[config.mk]
export PLATFORM = sky130hd
export DESIGN_NAME = erm_cordic
export DESIGN_NICKNAME = d
export VERILOG_FILES = /design/src/rtl/erm_pkg.sv /design/src/rtl/erm_cordic.sv
export SDC_FILE = /design/constraint.sdc
export NUM_CORES = 2
export LEC_CHECK = 0
export CORE_MARGIN = 3
export CORE_UTILIZATION = 60
export DETAILED_ROUTE_END_ITERATION = 16
export DONT_BUFFER_PORTS = 1
export GPL_ROUTABILITY_DRIVEN = 1
export PLACE_DENSITY = 0.76
export SLEW_MARGIN = 5
export SYNTH_ARGS = -nofsm -noshare
export SYNTH_HDL_FRONTEND = slang
export SYNTH_SLANG_ARGS = --single-unit
[constraint.sdc]
create_clock -name clk -period 6 [get_ports clk]
set_input_delay 1.2 -clock clk [delete_from_list [all_inputs] [get_ports clk]]
set_output_delay 1.2 -clock clk [all_outputs]
set_load 0.03 [all_outputs]
[src/rtl/erm_pkg.sv]
// ----------------------------------------------------------------------------
// erm_pkg: shared constants and tables
// Widths, CORDIC constants and the arctangent table for the RPY unit.
// ----------------------------------------------------------------------------
`timescale 1ns / 1ps
package erm_pkg;

    localparam int CORDIC_STEPS     = 16;
    localparam int MATRIX_FRAC_BITS = 14;
    localparam int WORK_FRAC        = 30;
    localparam int EMIT_SHIFT       = WORK_FRAC - MATRIX_FRAC_BITS;

    localparam int ANG_W  = 15;
    localparam int POS_W  = 32;
    localparam int ENT_W  = 16;
    localparam int CW     = 32;   // cordic x/y, Q30
    localparam int ZW     = 24;   // cordic angle, 2^-16 degree
    localparam int PW     = 34;   // rounded Q30 products and sums
    localparam int WIDE_W = 2 * PW;

    localparam int ANG_FULL    = 23040;
    localparam int ANG_QUARTER = 5760;
    localparam int ANG_EIGHTH  = 2880;

    localparam logic signed [CW-1:0] CORDIC_X0 = 32'sd652032874;

    localparam int CORDIC_LAT = CORDIC_STEPS + 2;
    localparam int MATRIX_LAT = 5;
    localparam int TOTAL_LAT  = CORDIC_LAT + MATRIX_LAT;

    typedef logic signed [CW-1:0] cval_t;
    typedef logic signed [PW-1:0] pval_t;
    typedef logic signed [ENT_W-1:0] ent_t;

    typedef struct packed {
        cval_t c;
        cval_t s;
    } trig_t;

    function automatic logic signed [ZW-1:0] atan_deg16(input int i);
        logic signed [ZW-1:0] v;
        unique case (i)
            0:  v = 24'sd2949120;
            1:  v = 24'sd1740967;
            2:  v = 24'sd919879;
            3:  v = 24'sd466945;
            4:  v = 24'sd234379;
            5:  v = 24'sd117304;
            6:  v = 24'sd58666;
            7:  v = 24'sd29335;
            8:  v = 24'sd14668;
            9:  v = 24'sd7334;
            10: v = 24'sd3667;
            11: v = 24'sd1833;
            12: v = 24'sd917;
            13: v = 24'sd458;
            14: v = 24'sd229;
            15: v = 24'sd115;
            16: v = 24'sd57;
            17: v = 24'sd29;
            18: v = 24'sd14;
            19: v = 24'sd7;
            20: v = 24'sd4;
            21: v = 24'sd2;
            22: v = 24'sd1;
            default: v = '0;
        endcase
        return v;
    endfunction

endpackage

[src/rtl/erm_cordic.sv]
// ----------------------------------------------------------------------------
// erm_cordic: one sine/cosine lane
// Angle wrap and octant fold, pipelined rotation CORDIC, quadrant swap.
// ----------------------------------------------------------------------------
`timescale 1ns / 1ps
module erm_cordic
    import erm_pkg::*;
(
    input  logic                    clk,
    input  logic                    en,
    input  logic signed [ANG_W-1:0] angle,
    output trig_t                   trig
);

    logic signed [16:0] a_ext;
    logic signed [16:0] r_wrap;
    logic        [1:0]  q_raw;
    logic signed [16:0] t_raw;
    logic        [1:0]  q_fix;
    logic signed [16:0] t_fix;

    cval_t                x_reg [0:CORDIC_STEPS];
    cval_t                y_reg [0:CORDIC_STEPS];
    logic signed [ZW-1:0] z_reg [0:CORDIC_STEPS];
    logic        [1:0]    q_reg [0:CORDIC_STEPS];
    trig_t                trig_reg;

    always_comb
    begin
        a_ext  = 17'(angle);
        r_wrap = (a_ext < 0) ? a_ext + 17'sd23040 : a_ext;
        if (r_wrap >= 17'sd17280)
        begin
            q_raw = 2'd3;
            t_raw = r_wrap - 17'sd17280;
        end
        else if (r_wrap >= 17'sd11520)
        begin
            q_raw = 2'd2;
            t_raw = r_wrap - 17'sd11520;
        end
        else if (r_wrap >= 17'sd5760)
        begin
            q_raw = 2'd1;
            t_raw = r_wrap - 17'sd5760;
        end
        else
        begin
            q_raw = 2'd0;
            t_raw = r_wrap;
        end
        if (t_raw > 17'sd2880)
        begin
            t_fix = t_raw - 17'sd5760;
            q_fix = q_raw + 2'd1;
        end
        else
        begin
            t_fix = t_raw;
            q_fix = q_raw;
        end
    end

    always_ff @(posedge clk)
    begin
        if (en)
        begin
            x_reg[0] <= CORDIC_X0;
            y_reg[0] <= '0;
            z_reg[0] <= ZW'(t_fix) <<< 10;
            q_reg[0] <= q_fix;
        end
    end

    for (genvar i = 0; i < CORDIC_STEPS; i++)
    begin : g_step
        always_ff @(posedge clk)
        begin
            if (en)
            begin
                if (z_reg[i] >= 0)
                begin
                    x_reg[i+1] <= x_reg[i] - (y_reg[i] >>> i);
                    y_reg[i+1] <= y_reg[i] + (x_reg[i] >>> i);
                    z_reg[i+1] <= z_reg[i] - atan_deg16(i);
                end
                else
                begin
                    x_reg[i+1] <= x_reg[i] + (y_reg[i] >>> i);
                    y_reg[i+1] <= y_reg[i] - (x_reg[i] >>> i);
                    z_reg[i+1] <= z_reg[i] + atan_deg16(i);
                end
                q_reg[i+1] <= q_reg[i];
            end
        end
    end

    always_ff @(posedge clk)
    begin
        if (en)
        begin
            unique case (q_reg[CORDIC_STEPS])
                2'd0:    trig_reg <= '{c: x_reg[CORDIC_STEPS],  s: y_reg[CORDIC_STEPS]};
                2'd1:    trig_reg <= '{c: -y_reg[CORDIC_STEPS], s: x_reg[CORDIC_STEPS]};
                2'd2:    trig_reg <= '{c: -x_reg[CORDIC_STEPS], s: -y_reg[CORDIC_STEPS]};
                default: trig_reg <= '{c: y_reg[CORDIC_STEPS],  s: -x_reg[CORDIC_STEPS]};
            endcase
        end
    end

    assign trig = trig_reg;

endmodule

==> Implementation_results.wiki <==
{| class="wikitable"
! Metric !! Value
|-
| Worst Path Max Fanout || 194
|-
| Synthesized Nets || 12900
|-
| Status || complete, no violations
|-
| Final standard cell utilization of the core || 70.03%
|-
| Clk pin slew, worst setup/hold paths || 0.06 ns
|-
| Number of post-CTS setup repair buffers || 0
|-
| Final-report max-slew violation count || 0
|-
| Yosys top cell by area || sky130_fd_sc_hd__edfxtp_1
|-
| Width of the chip || 438.7 µm
|-
| IO buf count || 0
|-
| Most instantiated library cell after synthesis || sky130_fd_sc_hd__edfxtp_1
|-
| Placed Cells incl. Taps || 15260
|-
| Highest clock rate || 175.9 MHz
|-
| Total Die Area || 0.1925 mm²
|-
| Startpoint type of the worst setup path || input port
|-
| Routed WL || 301200 µm
|-
| Clk Tree Root Cell || sky130_fd_sc_hd__clkbuf_16
|-
| Post-route cell area || 0.1301 mm²
|-
| Minimum setup slack in the final design || 0.3135 ns
|-
| Unrepaired setup endpoints after global routing || no
|-
| Starting density of the core || 60.46%
|-
| Maximum clock path buffer count || 3
|-
| Flop2flop setup slack || 0.42 ns
|-
| Critical path capture point type || register
|-
| Final min period || 5.687 ns
|-
| Largest cells by area after synthesis || sky130_fd_sc_hd__edfxtp_1 (36%), sky130_fd_sc_hd__ha_1 (13%), sky130_fd_sc_hd__xnor2_1 (8.6%)
|-
| Number of flip-flops in the largest register || 481
|-
| Count of mapped cells out of synthesis || 11630
|-
| Post-synth EDFFs || 1355
|-
| GR Overflow Total || 0
|-
| Total number of nets in the final design || 14210
|-
| Sequential area share after synthesis || 36.22%
|-
| Cell breakdown of the critical path || buf_16 > buf_16 > nand2_1 > buf_4 > buf_4 > o21ai_0 > fa_1 > a211oi_1 > o21ai_0 > a21oi_1 > a21o_1 > a211oi_1 > o41ai_1 > buf_4 > o211ai_1 > o31ai_1 > nand3_1 > o311ai_0
|-
| Gate family responsible for the most delay along the worst path || compound AO/OA/AOI/OAI gates
|-
| Clock latency on the worst-skew pair || 0.82 ns
|-
| Synth cell count leaders || sky130_fd_sc_hd__edfxtp_1 (1355), sky130_fd_sc_hd__ha_1 (1212), sky130_fd_sc_hd__a21oi_1 (1151)
|-
| Number of buffers added by the clock tree synthesis step || 152
|-
| Global placement routability congestion || 0.9635
|-
| Logic depth of the worst setup path including buffers || 18
|-
| Synth Register Bits || 1355
|-
| Number of nets still failing antenna checks after routing || 0
|-
| H-tree Lvls || 4
|-
| Wire length per cell || 19.39 µm
|-
| Endpoints failing hold || 0
|-
| Overall fraction of global-route tracks in use || 30.57%
|-
| Primary FF master, synth || sky130_fd_sc_hd__edfxtp_1
|-
| Vias in the first global route || 92400
|-
| Rel. slew slack || 0.3146%
|-
| Clock skew after layout || 0.03868 ns
|-
| Number of optimization iterations in the first detailed-route pass || 6
|-
| Number of clock sinks || 1355
|-
| Iter 0 DRT Violations || 6869
|-
| Worst path buffer plus inverter count || 5
|-
| Post-route DRC violation count || 0
|-
| Average instance area after synthesis || 9.663 µm²
|-
| Post-Place Worst Slack || -1.197 ns
|-
| Count of filler cells inserted in the layout || 14210
|-
| Total number of vias || 93740
|-
| Slowest Stage Delay on Critical Path || 0.52 ns
|-
| R2r worst-path depth || 19
|-
| HPWL after DPL || 237100 µm
|-
| Die extent in y || 438.7 µm
|-
| Slew at the pin closest to its max-slew limit || 1.495 ns
|-
| Area fraction of the dominant cell type after synthesis || 36.22%
|-
| Post-synthesis instance area || 0.1123 mm²
|-
| Crit share post-route || 94.78%
|-
| Crit Path Class || input port to register
|-
| Number of cell rows || 158
|-
| Count of inserted antenna diode cells || 0
|-
| DP Area || 0.1251 mm²
|-
| Arrival time reported for the critical path endpoint || 6.28 ns
|-
| Standard cell with the maximum stage delay on the critical path || sky130_fd_sc_hd__o41ai_1
|-
| Per-cell via count in the routed design || 6.034
|-
| Kind of path behind the tightest hold check || register to register
|-
| Area growth from synthesis to final layout || 15.83%
|-
| Num ports || 81
|-
| Post-route non-filler standard cell count || 15540
|-
| Post-synth ARST share || 0%
|-
| Yosys warning count || 0
|-
| Ratio of cells with drive above 1 in the final layout || 13.43%
|-
| Pin count of the biggest net entering global routing || 234
|-
| Count of distinct cell types in the synthesized netlist || 111
|-
| Floorplan core area || 0.1858 mm²
|-
| Final setup viols || 0
|-
| Cell repeated most along the worst path || sky130_fd_sc_hd__buf_4
|-
| Global-route wire length before repair || 478500 µm
|-
| Max Cap Violations || 0
|-
| Antenna violations before repair || 3
|-
| Worst EP required || 6.59 ns
|-
| Worst hold path cell count || 0
|-
| TritonCTS clock tree || done
|}
## cells in the final DEF (no fill, tap or decap), types with 282 or more instances in the layout
| master | instances |
|---|---|
| sky130_fd_sc_hd__a21o_1 | 452 |
| sky130_fd_sc_hd__a21oi_1 | 1151 |
| sky130_fd_sc_hd__buf_4 | 1328 |
| sky130_fd_sc_hd__edfxtp_1 | 1355 |
| sky130_fd_sc_hd__ha_1 | 1212 |
| sky130_fd_sc_hd__inv_1 | 465 |
| sky130_fd_sc_hd__nand2_1 | 701 |
| sky130_fd_sc_hd__nor2_1 | 931 |
| sky130_fd_sc_hd__nor3_1 | 282 |
| sky130_fd_sc_hd__o21ai_0 | 624 |
| sky130_fd_sc_hd__xnor2_1 | 1109 |
| sky130_fd_sc_hd__xor2_1 | 602 |
## metrics by stage
step	setup TNS, ns	hold slack, ns
floorplan	0	0.4003
global placement	-80.41	0.4011
detailed placement	-119.17	0.4045
CTS	0	0.4162
global route	0	0.4227
finish	0	0.4169
## final timing paths
path | start | endpoint
max | en | x_reg[9][30]
min | q_reg[0][0] | q_reg[0][2]
max reg2reg | x_reg[14][18] | y_reg[15][31]
min reg2reg | q_reg[0][0] | q_reg[0][2]
## kinds of logic (layout without fill, tap and decap cells)
kind of cell | after synthesis | count (layout) | share of synthesized area, %
fa+ha+maj | 1253 | 1253 | 14.23
flops | 1355 | 1355 | 36.22
buf+inv | 670 | 2098 | 2.266
compound gates | 3413 | 3413 | 19.37
xor+xnor | 1714 | 1714 | 13.38
mux | 105 | 105 | 0.9979
simple gates | 3117 | 3117 | 13.54
## layout make-up
cell class / count / area [µm²] / area share, %
clock buffers: 178 / 3986 / 3.063
clock inverters: 95 / 963.4 / 0.7403
inverters: 475 / 1783 / 1.370
multi-input cells: 9602 / 69120 / 53.11
flip-flops and latches: 1355 / 40690 / 31.27
well taps: 2480 / 3103 / 2.384
repair buffers: 1350 / 10490 / 8.061
## routing by layer
metal / wire length [µm] / share of wire (%) / GRT usage (%) / vias to the layer above
met4: 12320 / 4.1 / 11.97 / 0
met5: 0 / 0 / 0 / -
met1: 124500 / 41 / 37.25 / 44620
met3: 13800 / 4.6 / 3.582 / 682
met2: 150500 / 50 / 54.95 / 2553
li1: - / - / - / 45890
## what timing repair did
action	in CTS	in global routing
resized for setup	0	0
endpoints found under the setup margin	23	29
gates cloned	3	1
hold buffers	0	0
Power is left out: the tool's default activity adds up to more than one toggle a clock period on the data nets, which glitch-free logic cannot reach.
